===== config.mk =====
export PLATFORM = sky130hd
export DESIGN_NAME = gcsd_ram
export DESIGN_NICKNAME = d
export VERILOG_FILES = /design/src/design/gcsd_ram.sv
export SDC_FILE = /design/constraint.sdc
export NUM_CORES = 1
export LEC_CHECK = 0
export BUFFER_PORTS_ARGS = -buffer_cell sky130_fd_sc_hd__buf_2
export CORE_UTILIZATION = 53
export DETAILED_ROUTE_END_ITERATION = 12
export HOLD_SLACK_MARGIN = 0.1
export PLACE_DENSITY_LB_ADDON = 0.2
export REMOVE_ABC_BUFFERS = 1
export SLEW_MARGIN = 30
export SYNTH_ARGS = -nofsm -noshare
export SYNTH_HDL_FRONTEND = slang
export SYNTH_SLANG_ARGS = --single-unit
export TNS_END_PERCENT = 30

===== constraint.sdc =====
create_clock -name clock -period 1.74 [get_ports clock]
set_input_delay 0.087 -clock clock [delete_from_list [all_inputs] [get_ports clock]]
set_output_delay 0.087 -clock clock [all_outputs]
set_load 0.02 [all_outputs]

===== src/design/gcsd_ram.sv =====
`timescale 1ns / 1ps
module gcsd_ram #(
   parameter int WIDTH = 8,
   parameter int DEPTH = 64,
   parameter int AW    = (DEPTH > 1) ? $clog2(DEPTH) : 1
) (
   input  logic             clock,
   input  logic             wr_en,
   input  logic [AW-1:0]    wr_addr,
   input  logic [WIDTH-1:0] wr_data,
   input  logic             rd_en,
   input  logic [AW-1:0]    rd_addr,
   output logic [WIDTH-1:0] rd_data
);
   logic [WIDTH-1:0] mem_ff [DEPTH];
   logic [WIDTH-1:0] rd_data_ff;

   always_ff @(posedge clock) begin
      if (wr_en) begin
         mem_ff[wr_addr] <= wr_data;
      end
      if (rd_en) begin
         rd_data_ff <= mem_ff[rd_addr];
      end
   end

   assign rd_data = rd_data_ff;
endmodule


==> results.cfg <==
[critical_path]
start_kind = flop
worstPathRequired_ns = 2.07
cp_max_fo = 1
end_kind = flop
cp_data_arrival_time_ns = 2.33
crit_type = flop to flop

[sta]
timing.hold.ws_ns = 0.131
finalCritPeriodShare = 1.15
max_freq_ghz = 0.500
min_period_ns = 2.00
worst_pin_slew_ns = 0.706
hold_viol = 0
setup_violations = 8
setup_ws_ns = -0.262
finClkSkew_ns = 0.0115
rsz0062_at_grt = true
slew_headroom = 0.530
drv_slew = 0

[route]
dr.first_iter.drc_count = 962
vias_per_cell = 5.92
drtPass1Iterations = 5
avgRoutedWirePerCell_um = 26.3
routed_wl_um = 44600
num_vias = 10000
drc = 0
antenna_left = 0

[clocking]
numCtsBuffers = 51
cts_buffer_depth = 3
cts_setup_buffers = 0
htree_num_levels = 2
clkTransAtPathRegs_ns = 0.07
clock-sinks = 520
cts_tree = yes
clk_latency_ns = 0.59
root_buffer = clkbuf_16

[synth]
synth_compound_area_frac = 0.0206
yosysMostFrequentCell = edfxtp_1
ys_top_cells_by_count = edfxtp_1, mux4_2, nor2_1, mux2i_1, nand2_1
yosysTopAreaCellShare = 0.771
yosysSeqAreaShare = 0.771
synth_cell_types = 39
synth_top_family_by_area = multiplexers
synthMuxAreaShare = 0.159
synthAdderAreaFrac = 0
synth_edf_count = 520
syn_area_sq_mm = 0.0202
yosysTopAreaCell = edfxtp_1
ys_warn_count = 0
ys_ff_latch = 520
synthFlopType = edfxtp_1
yosys-top-cells-area = edfxtp_1, mux4_2, nor2_1
synthCells = 940
synthArstFlopShare = 0
synth_area_per_cell_sq_um = 21.5
yosys.area_share.simple = 0.0337
synth_xor_area_frac = 0

[final_layout]
finalInstanceArea_sq_mm = 0.0240
post-route-util = 0.637
diodes = 0
area_growth_pct = 18.5
n_fill_cell = 2616
layout.cells.non_filler = 1696
drive_gt1_frac = 0.354
nNetsFinal = 1167

[global_route]
grt_pass1_wl_um = 66300
antenna_found_initial = 0
grt_use_total = 0.240
grt_pass1_vias = 10200
grt_start_max_net_pins = 65
grt-ovfl-total = 0

[floorplanning]
die_x_um = 197
die_area_sq_mm = 0.0390
initial_core_util = 0.538
ios = 31
row_count = 71
fp.dieH_um = 197
core_area_sq_mm = 0.0377

[placement]
placed_cell_area_sq_mm = 0.0221
place_congestion = 0.848
hpwl_um = 28400
portBuffers = 30
dp_cells = 1591

[status]
violations = setup timing
outcome = finished, violations left

[hold_path]
hold_path_class = primary input to flop

[power_and_ir_drop]
vdd_drop_max_mv = 0.893
power_mw = 26.4
p_leak_nw = 7.87
powerDensity_mw_per_mm2 = 1100

[job]
drv_cap = 0
==> cell families after synthesis <==
family          count (synthesis)
compound gates                 54
simple gates                  153
flops                         520
mux                           162
buf+inv                        51
==> sequential cells by signal (all words and copies together), names as in the netlist <==
name     flops
mem_ff     512
rd_data      8
==> layer usage <==
metal | share of wire | vias to the layer above | track usage
li1 | - | 4342 | -
met2 | 0.50 | 338 | 0.393
met1 | 0.41 | 5303 | 0.334
met3 | 0.067 | 64 | 0.0400
met5 | 0 | - | 0
met4 | 0.019 | 0 | 0.0741
==> through the flow <==
stage	TNS (ns)	worst slack (ns)
3_5_place_dp	-4.00	-0.589
3_3_place_gp	-3.99	-0.626
2_1_floorplan	-0.165	-0.0827
6_report	-1.35	-0.262
5_1_grt	-1.77	-0.280
4_1_cts	-1.53	-0.286
==> critical path: stages, from the launching register on <==
cell and delay, ns:
edfxtp_1 0.37, mux4_2 0.48, mux2_4 0.30, o221a_4 0.28, nor3_4 0.19, o32ai_2 0.12
==> layout make-up <==
class,instances,area [sq um],area share
Tap cell,511,639,0.0267
Multi-Input combinational cell,369,4440,0.185
Clock buffer,62,1360,0.0567
Timing Repair Buffer,202,1640,0.0685
Sequential cell,520,15600,0.651
Clock inverter,32,297,0.0124
==> where the power goes <==
group / leakage (nW) / internal (mW) / switching, mW / total (mW)
Sequential: 4.69 / 13.9 / 0.0379 / 13.9
Clock: 0.824 / 6.42 / 4.51 / 10.9
Combinational: 2.36 / 0.644 / 0.863 / 1.51
==> worst paths after layout <==
kind	startpoint	to	slack [ns]	depth (start not counted)
worst min-delay path	wr_addr[2]	mem_ff[49][2]$_DFFE_PP_	0.13	3
worst max register to register	mem_ff[21][4]$_DFFE_PP_	rd_data[4]$_DFFE_PP_	-0.26	5
worst min register to register	mem_ff[30][4]$_DFFE_PP_	rd_data[4]$_DFFE_PP_	0.91	3
worst max-delay path	mem_ff[21][4]$_DFFE_PP_	rd_data[4]$_DFFE_PP_	-0.26	5
==> timing repair <==
item / in CTS / in global routing
hold buffers: 12 / 0
hold endpoints to repair: 320 / 0
setup endpoints to repair: 8 / 8
pin swaps: 2 / 1
resized for setup: 16 / 10
gates cloned: 0 / 0
==> cells in the final DEF, fill, tap and decap left out, drive strengths merged, types with 6 or more instances in the layout <==
cell type    netlist  layout
bufinv             0       6
mux2i             23      23
mux4             126     126
nand3             13      13
nand2             19      19
nor2              83      83
nor3               7       7
buf               34     189
nor2b             14      14
o22ai              8       8
dlygate4sd3        0      12
nand2b             7       7
edfxtp           520     520
mux2              13      13
o221ai             8       8
clkinv             0      26
a221oi             6       6
clkbuf            17      63
Note: power is estimated with default switching activity, not from simulation.
