**config.mk**
```make
export PLATFORM = sky130hd
export DESIGN_NAME = gcsd_div
export DESIGN_NICKNAME = d
export VERILOG_FILES = /design/src/design/gcsd_pkg.sv /design/src/design/gcsd_div.sv
export SDC_FILE = /design/constraint.sdc
export NUM_CORES = 1
export LEC_CHECK = 0
export ABC_AREA = 1
export BUFFER_PORTS_ARGS = -buffer_cell sky130_fd_sc_hd__buf_2
export CORE_UTILIZATION = 50
export DETAILED_ROUTE_END_ITERATION = 8
export PLACE_DENSITY = 0.77
export REMOVE_ABC_BUFFERS = 1
export SKIP_CTS_REPAIR_TIMING = 1
export SYNTH_ARGS = -nofsm -noshare
export SYNTH_HDL_FRONTEND = slang
export SYNTH_SLANG_ARGS = --single-unit
```
**constraint.sdc**
```tcl
create_clock -name clock -period 4.05 [get_ports clock]
set_input_delay 0.81 -clock clock [delete_from_list [all_inputs] [get_ports clock]]
set_output_delay 0.81 -clock clock [all_outputs]
set_load 0.05 [all_outputs]
```
**src/design/gcsd_pkg.sv**
```systemverilog
`timescale 1ns / 1ps
package gcsd_pkg;

   localparam int SAT_SLOTS_DEF = 64;

   localparam int SLOT_W     = 6;
   localparam int SYS_W      = 2;
   localparam int CODE_W     = 40;
   localparam int PHASE_W    = 41;
   localparam int OUT_W      = 41;
   localparam int FREQ_W     = 21;
   localparam int GFL_W      = 16;
   localparam int MWL_W      = 20;
   localparam int CNT_W      = 16;
   localparam int STATE_W    = 42;
   localparam int RAM_W      = 2 * STATE_W + CNT_W;
   localparam int CSR_IDX_W  = 3;
   localparam int CSR_DATA_W = 21;

   localparam int MUL_A_W   = 42;
   localparam int MUL_B_W   = 21;
   localparam int PROD_W    = MUL_A_W + MUL_B_W + 1;
   localparam int DIV_NUM_W = 84;
   localparam int DIV_DEN_W = 43;
   localparam int DIV_QUO_W = 43;

   localparam logic [FREQ_W-1:0] GPS_F1_RST = 21'd1575420;
   localparam logic [FREQ_W-1:0] GPS_F2_RST = 21'd1227600;
   localparam logic [FREQ_W-1:0] BDS_F1_RST = 21'd1561098;
   localparam logic [FREQ_W-1:0] BDS_F3_RST = 21'd1268520;
   localparam logic [GFL_W-1:0]  GF_LIMIT_RST = 16'd205;
   localparam logic [MWL_W-1:0]  MW_LIMIT_RST = 20'd12288;

   localparam logic signed [OUT_W-1:0] MAX41 = {1'b0, {(OUT_W-1){1'b1}}};
   localparam logic signed [OUT_W-1:0] MIN41 = {1'b1, {(OUT_W-1){1'b0}}};

   typedef enum logic [CSR_IDX_W-1:0] {
      CSR_GPS_F1   = 3'd0,
      CSR_GPS_F2   = 3'd1,
      CSR_BDS_F1   = 3'd2,
      CSR_BDS_F3   = 3'd3,
      CSR_GF_LIMIT = 3'd4,
      CSR_MW_LIMIT = 3'd5
   } csr_index_type;

   typedef enum logic [1:0] {
      STATUS_OK          = 2'd0,
      STATUS_SLIP        = 2'd1,
      STATUS_MISSING     = 2'd2,
      STATUS_UNSUPPORTED = 2'd3
   } status_type;

   typedef enum logic [SYS_W-1:0] {
      SYS_GPS = 2'd0,
      SYS_BDS = 2'd1
   } sys_type;

   typedef enum logic [3:0] {
      ST_IDLE,
      ST_MUL,
      ST_DIV1,
      ST_DIV1_WAIT,
      ST_CHECK,
      ST_SMUL,
      ST_SACC,
      ST_DIV2,
      ST_DIV2_WAIT,
      ST_FINISH
   } fsm_type;

   typedef struct packed {
      logic done;
      logic ovf;
   } div_status_type;

endpackage

```
**src/design/gcsd_div.sv**
```systemverilog
`timescale 1ns / 1ps
module gcsd_div #(
   parameter int NUM_W = 84,
   parameter int DEN_W = 43,
   parameter int QUO_W = 43
) (
   input  logic                       clock,
   input  logic                       reset,
   input  logic                       start,
   input  logic [NUM_W-1:0]           num,
   input  logic [DEN_W-1:0]           den,
   output logic [QUO_W-1:0]           quo,
   output gcsd_pkg::div_status_type   status
);
   localparam int HI_W  = NUM_W - QUO_W;
   localparam int CMP_W = (HI_W > DEN_W) ? HI_W : DEN_W;
   localparam int CW    = $clog2(QUO_W + 1);

   logic [DEN_W-1:0] rem_ff, rem_in, den_ff;
   logic [QUO_W-1:0] quo_ff;
   logic [CW-1:0]    cnt_ff;
   logic             busy_ff, done_ff, ovf_ff;
   logic [DEN_W:0]   trial;
   logic             fits;
   logic [CMP_W-1:0] hi_ext, den_ext;

   assign hi_ext  = CMP_W'(num[NUM_W-1:QUO_W]);
   assign den_ext = CMP_W'(den);

   // restoring step: quotient bits shift in where numerator bits leave
   assign trial  = {rem_ff, quo_ff[QUO_W-1]};
   assign fits   = trial >= {1'b0, den_ff};
   assign rem_in = fits ? DEN_W'(trial - {1'b0, den_ff}) : trial[DEN_W-1:0];

   always_ff @(posedge clock) begin
      if (reset) begin
         busy_ff <= 1'b0;
         done_ff <= 1'b0;
         cnt_ff  <= '0;
      end else if (start) begin
         busy_ff <= 1'b1;
         done_ff <= 1'b0;
         cnt_ff  <= CW'(QUO_W);
      end else if (busy_ff) begin
         cnt_ff <= cnt_ff - 1'b1;
         if (cnt_ff == CW'(1)) begin
            busy_ff <= 1'b0;
            done_ff <= 1'b1;
         end
      end else begin
         done_ff <= 1'b0;
      end
   end

   always_ff @(posedge clock) begin
      if (start) begin
         rem_ff <= DEN_W'(hi_ext);
         den_ff <= den;
         quo_ff <= num[QUO_W-1:0];
         ovf_ff <= hi_ext >= den_ext;
      end else if (busy_ff) begin
         rem_ff <= rem_in;
         quo_ff <= {quo_ff[QUO_W-2:0], fits};
      end
   end

   assign quo         = quo_ff;
   assign status.done = done_ff;
   assign status.ovf  = ovf_ff;
endmodule

```
==> run_results.csv, run 1 <==
group,metric,value,unit
outcome,status,"completed",
cts,tritoncts_clock_tree,"yes",
yosys,netlist.area_leader.share,0.358,
hold_path,worst_hold_path_type,"register to register",
cts,cts_buffers,17,
sta,setup_viol_count_final,0,
yosys,synth.yosys.seq_area_share,0.376,
critical_path,rr_startpoint,"quo[42]",
sta,tns,0,ps
critical_path,cp.required,4340,ps
power_and_ir_drop,pwr_density_cell,491,nW/um^2
placement,final_gp_congestion,0.935,
cts,htreeDepth,4,
yosys,syn_inst,1517,
critical_path,startpoint,"quo[42]",
drt,detail_route.wl_per_cell,15.1,microns
floorplanning,top_level_ports,175,
sta,rsz_0062_raised_after_global_routing,"false",
critical_path,cpPeakStageDelay,450,ps
critical_path,timing.critical_path.cells,"inv_1 > ha_1 > fa_1 > inv_1 > nand3_1 > nand3_2 > nand3_1 > nand3_2 > nand2_1 > nand2_2 > nand2_2 > nand2_4 > nand2_1 > nand2_1 > nand2_1 > nand2_1",
drt,drt-initial-drc-count,657,
floorplanning,die_h,149,microns
floorplanning,core_area,21000,sq um
yosys,yosys.area_share.simple,0.335,
hold_path,worst_hold_startpoint,"rem_ff[42]",
cells_and_area,post-route-cell-area,12400,sq um
yosys,postSynthRegisterBits,138,
yosys,yosys.area_share.xor_xnor,0.0187,
drt,detail_route.drc_violations,0,
sta,slew_viol_final,0,
sta,hold_viol_final,0,
sta,max_clock_freq,332,MHz
cells_and_area,layout.cells.most_common,"sky130_fd_sc_hd__nand2_1",
drt,finalWirelength,29900,microns
cts,insertion_delay_to_the_later_sink_of_the_worst_skew_pair,430,ps
critical_path,crit_path_start_kind,"register",
sta,worst_tran_pin_value,821,ps
flow_run,max_cap_violations,0,
drt,route.detailed.vias_per_inst,5.08,
critical_path,crit_path_max_fanout,47,
yosys,yosys.area.top_type,"sky130_fd_sc_hd__edfxtp_1",
sta,clock_skew,13.4,ps
placement,placement.setup.worst_slack,1050,ps
cts,clock_path_buffers,2,
floorplanning,initial_core_utilization,0.511,
critical_path,critPathMostFrequentCell,"sky130_fd_sc_hd__nand2_1",
global_route,globalRouteOverflowTotal,0,
global_route,number_of_global_route_vias_before_repair,9723,
floorplanning,die_area,22100,sq um
cells_and_area,most-common-layout-cells,"sky130_fd_sc_hd__nand2_1, sky130_fd_sc_hd__inv_1, sky130_fd_sc_hd__buf_2, sky130_fd_sc_hd__edfxtp_1, sky130_fd_sc_hd__nand3_1",
cts,cts.sink_count,138,
placement,placed_cell_area,11800,sq um
yosys,netlist-cell-type-count,41,
placement,dpl.hpwl,23300,microns
yosys,synth_top_family_by_area,"simple AND/OR/NAND/NOR gates",
cells_and_area,final_layout_size_suffix_gt1_frac,0.141,
sta,finalWorstPathRequiredPeriod,3010,ps
cts,ctsRootBufferMaster,"sky130_fd_sc_hd__clkbuf_16",
sta,timing.max_slew.rel_slack,0.453,
power_and_ir_drop,static-leakage-power,0.00670,uW
yosys,synthesis.area,10700,sq um
global_route,grt_pass1_wl,48100,microns
sta,final_critical_path_setup_slack,1040,ps
sta,timing.final.crit_share,0.743,
cells_and_area,syn_to_final_growth,15.3,%
yosys,syn_avg_cell_area,7.08,sq um
global_route,antenna_violations_before_repair,0,
critical_path,crit_slowest_cell,"sky130_fd_sc_hd__nand2_4",
global_route,grt_max_degree,75,
power_and_ir_drop,total_power_consumption,6080,uW
drt,antenna_violating_nets_post_route,0,
sta,hold-worst-slack,460,ps
placement,port_buffers,174,
yosys,synth-compound-area-share,0.0519,
yosys,count_of_warnings_emitted_by_yosys,0,
global_route,grt_usage,0.281,
drt,dr_total_vias,10000,
floorplanning,floorplan.die.width,149,microns
critical_path,category_of_the_worst_setup_path_capture_point,"register",
yosys,synth.area.top_cells,"sky130_fd_sc_hd__edfxtp_1, sky130_fd_sc_hd__nand2_1, sky130_fd_sc_hd__ha_1",
cells_and_area,final_nets,1902,
cells_and_area,num_antenna_cells,0,
drt,drt-pass1-iter-count,7,
yosys,synth_adder_area_share,0.102,
cts,clk_transition_reported_paths,70,ps
floorplanning,rows,53,
critical_path,cp_data_arrival_time,3300,ps
power_and_ir_drop,vdd_drop_max,0.271,mV
critical_path,startpoint_to_endpoint_class_of_the_critical_path,"register to register",
yosys,synth.area.mux_share,0,
[cell type report]
type | instances | area, sq um
sequential | 138 | 4040
tap | 275 | 344
clock buffer | 17 | 425
multi-input combinational | 1075 | 5460
inverter | 271 | 1020
clock inverter | 15 | 139
fill | 2041 | 8630
timing repair buffer | 182 | 958
[cells by family (layout without fill, tap and decap cells)]
| kind of cell | Yosys count | after routing |
|---|---|---|
| AOI/OAI and AO/OA | 100 | 100 |
| xor gates and xnor gates | 23 | 23 |
| and+or+nand+nor | 865 | 865 |
| buffers and inverters | 304 | 485 |
| DFF | 138 | 138 |
| adders and majority gates | 87 | 87 |
[flip-flops by register name (all words and copies together) (netlist names)]
| register | cells |
|---|---|
| ovf_ff | 1 |
| cnt_ff | 6 |
| den_ff | 43 |
| busy_ff | 1 |
| rem_ff | 43 |
| done_ff | 1 |
| quo | 43 |
[cell usage after synthesis (all sizes together)]
cell	n
nand2	608
a211oi	2
o21a	1
nor3	6
nand4	21
inv	271
nor3b	2
or2	1
nor4	5
xor2	2
o31ai	1
ha	86
a221oi	1
o21ai	26
nand3	101
edfxtp	128
xnor2	21
a21oi	55
a21o	1
buf	18
o2111ai	1
dfxtp	10
nand3b	21
o21bai	8
nor2	100
o211ai	1
a31oi	3
fa	1
clkbuf	15
[final timing paths]
check	cells past startpoint	endpoint	slack, ps
setup reg to reg	16	rem_ff[37]	1040
hold / removal	2	rem_ff[42]	460
setup / recovery	16	rem_ff[37]	1040
hold reg to reg	2	rem_ff[42]	460
[layer usage]
layer / GRT usage / vias up / part of all wire
met2: 0.471 / 316 / 0.46
met1: 0.372 / 4526 / 0.45
met5: 0 / - / 0
met3: 0.0457 / 38 / 0.062
li1: - / 5133 / -
met4: 0.0840 / 0 / 0.021
[critical path: cells and delay by family, from the launching register on]
family / cells / cell delay [ps]
flops: 1 / 350
fa+ha+maj: 2 / 650
simple gates: 12 / 1700
buf+inv: 2 / 160
[report_power, final]
part	internal [uW]	switching (uW)	total, uW
Sequential	1810	102	1910
Combinational	859	1780	2640
Clock	857	677	1530
[stage by stage]
| stage | instances | util |
|---|---|---|
| 3_3_place_gp | 1941 | 0.562 |
| 5_1_grt | 1973 | 0.589 |
| 6_report | 1973 | 0.589 |
| 4_1_cts | 1973 | 0.589 |
| 2_1_floorplan | 1484 | - |
| 3_5_place_dp | 1941 | 0.562 |
(Power assumes the default switching activity.)
==> inputs of run 2 (changes only) <==
==> constraint.sdc (replaced) <==
create_clock -name clock -period 2.78 [get_ports clock]
set_input_delay 0.556 -clock clock [delete_from_list [all_inputs] [get_ports clock]]
set_output_delay 0.556 -clock clock [all_outputs]
set_load 0.05 [all_outputs]
==> run 2 against run 1 <==
Net effect: total power grew 50%; sequential share of layout area down 0.58 points; clock skew grew 2.5 ps; register-to-register slack got worse by 840 ps; final cell count is 0.71% higher; die area unchanged; clock-buffer cell count unchanged; sequential power up 46%; combinational power up 51%; global-route usage decreased by 0.75 points; design area grew 1.8%.
==> run_results.csv, run 2 (synthesis gave the netlist of run 1 again) <==
group,metric,value,unit
placement,dpl.hpwl,23000,microns
hold_path,worst_hold_startpoint,"den[35]",
sta,max_clock_freq,388,MHz
drt,detail_route.wl_per_cell,14.7,microns
placement,placement.setup.worst_slack,149,ps
power_and_ir_drop,pwr_density_cell,726,nW/um^2
cells_and_area,final_layout_size_suffix_gt1_frac,0.150,
drt,finalWirelength,29200,microns
sta,finalWorstPathRequiredPeriod,2580,ps
drt,drt-initial-drc-count,617,
cells_and_area,final.fill_count,1987,
critical_path,r2r_end,"rem_ff[40]",
drt,route.detailed.vias_per_inst,5.04,
cts,clock_path_buffers,2,
critical_path,critPathMostFrequentCell,"sky130_fd_sc_hd__nand2_1",
critical_path,rr_startpoint,"rem_ff[32]",
cts,ctsRootBufferMaster,"sky130_fd_sc_hd__clkbuf_16",
critical_path,timing.critical_path.cells,"ha_1 > nand2_1 > nand2_1 > a21oi_1 > nand2_1 > nand2_1 > nand2_1 > a21oi_4 > buf_8 > nand3_1 > nand2_1 > inv_1 > nand2_1 > nand2_1",
cells_and_area,layout.cells.most_common,"sky130_fd_sc_hd__nand2_1",
drt,dr_total_vias,10000,
cells_and_area,most-common-layout-cells,"sky130_fd_sc_hd__nand2_1, sky130_fd_sc_hd__inv_1, sky130_fd_sc_hd__buf_2, sky130_fd_sc_hd__edfxtp_1, sky130_fd_sc_hd__nand3_1",
floorplanning,floorplan.die.width,149,microns
floorplanning,initial_core_utilization,0.511,
global_route,antenna_violations_before_repair,0,
cts,insertion_delay_to_the_later_sink_of_the_worst_skew_pair,440,ps
floorplanning,die_area,22100,sq um
critical_path,cp_data_arrival_time,2760,ps
cts,clk_transition_reported_paths,70,ps
sta,clock_skew,15.9,ps
global_route,grt_max_degree,86,
sta,hold_viol_final,0,
hold_path,holdPathStages,1,
critical_path,setup.reg_to_reg.worst_slack,200,ps
critical_path,startpoint_to_endpoint_class_of_the_critical_path,"register to register",
critical_path,cpPeakStageDelay,410,ps
sta,rsz_0062_raised_after_global_routing,"false",
power_and_ir_drop,vdd_drop_max,0.552,mV
floorplanning,top_level_ports,175,
floorplanning,rows,53,
critical_path,crit_path_start_kind,"register",
critical_path,category_of_the_worst_setup_path_capture_point,"register",
hold_path,worst_hold_path_type,"input pin to register",
critical_path,reg2regPathDepth,14,
cts,tritoncts_clock_tree,"yes",
sta,timing.final.crit_share,0.927,
sta,slew_viol_final,0,
drt,detail_route.drc_violations,0,
sta,setup_viol_count_final,0,
cells_and_area,final_nets,1916,
sta,timing.max_slew.rel_slack,0.671,
power_and_ir_drop,static-leakage-power,0.00682,uW
cells_and_area,num_antenna_cells,0,
cts,htreeDepth,4,
critical_path,crit_path_max_fanout,28,
power_and_ir_drop,total_power_consumption,9150,uW
cts,cts_buffers,17,
critical_path,cp.required,2960,ps
drt,drt-pass1-iter-count,5,
flow_run,max_cap_violations,0,
placement,port_buffers,174,
floorplanning,die_h,149,microns
drt,antenna_violating_nets_post_route,0,
cts,cts.sink_count,138,
cells_and_area,syn_to_final_growth,17.4,%
global_route,number_of_global_route_vias_before_repair,9643,
outcome,status,"completed",
sta,worst_tran_pin_value,493,ps
hold_path,worstHoldEndpoint,"den_ff[35]",
sta,final_critical_path_setup_slack,202,ps
global_route,globalRouteOverflowTotal,0,
global_route,grt_pass1_wl,47300,microns
critical_path,crit_slowest_cell,"sky130_fd_sc_hd__ha_1",
global_route,grt_usage,0.274,
floorplanning,core_area,21000,sq um
placement,final_gp_congestion,0.961,
run 2: cell count changes in the layout (fill, tap and decap cells not counted), moves of 2 or more:
cell,delta
sky130_fd_sc_hd__buf_4,+8
sky130_fd_sc_hd__buf_12,+3
sky130_fd_sc_hd__buf_8,+2
sky130_fd_sc_hd__clkinvlp_4,-2
sky130_fd_sc_hd__inv_8,+2
run 2: metrics by stage:
step | cell area [sq um] | hold slack (ps) | instances | utilization | TNS, ps
5_1_grt | 12600 | 294 | 1987 | 0.600 | 0
3_5_place_dp | 11900 | 447 | 1951 | 0.568 | 0
3_3_place_gp | 11900 | 443 | 1951 | 0.568 | 0
4_1_cts | 12500 | 295 | 1983 | 0.596 | 0
6_report | 12600 | 307 | 1987 | 0.600 | 0
2_1_floorplan | 10500 | 426 | 1484 | - | -14020
run 2: area by class of cell:
class	count	area [sq um]	share of cell area
sequential	138	4040	0.321
clock buffer	17	425	0.0337
timing repair buffer	195	1110	0.0879
multi-input combinational	1076	5490	0.436
tap	275	344	0.0273
clock inverter	15	176	0.0140
inverter	271	1020	0.0808
run 2: worst max-delay path by stage:
stage	cells after the start	from	end	slack [ps]
floorplan	14	quo[42]	rem_ff[36]	-430
global placement	16	quo[42]	rem_ff[28]	240
detailed placement	16	quo[42]	rem_ff[0]	150
CTS	16	quo[42]	rem_ff[0]	140
global route	14	rem_ff[16]	rem_ff[35]	20
finish	14	rem_ff[32]	rem_ff[40]	200
run 2: metal layers:
layer,GRT usage,vias to the layer above,part of all wire
met5,0,-,0
met4,0.0691,0,0.013
met3,0.0439,31,0.065
met2,0.457,322,0.47
met1,0.368,4510,0.46
li1,-,5161,-
run 2: power breakdown:
part | internal (uW) | switching (uW) | leakage (uW)
registers | 2640 | 146 | 0.00137
clock network | 1360 | 1020 | 0.000295
logic | 1370 | 2610 | 0.00516
total | 5370 | 3780 | 0.00682
run 2: worst max-delay path: cells and delay by family, from the launching register on:
kind                     cells  cell delay (ps)
AO/OA/AOI/OAI                2              480
flip-flops                   1              400
AND/OR/NAND/NOR              9              700
adder cells (fa/ha/maj)      1              410
buffers and inverters        2              320
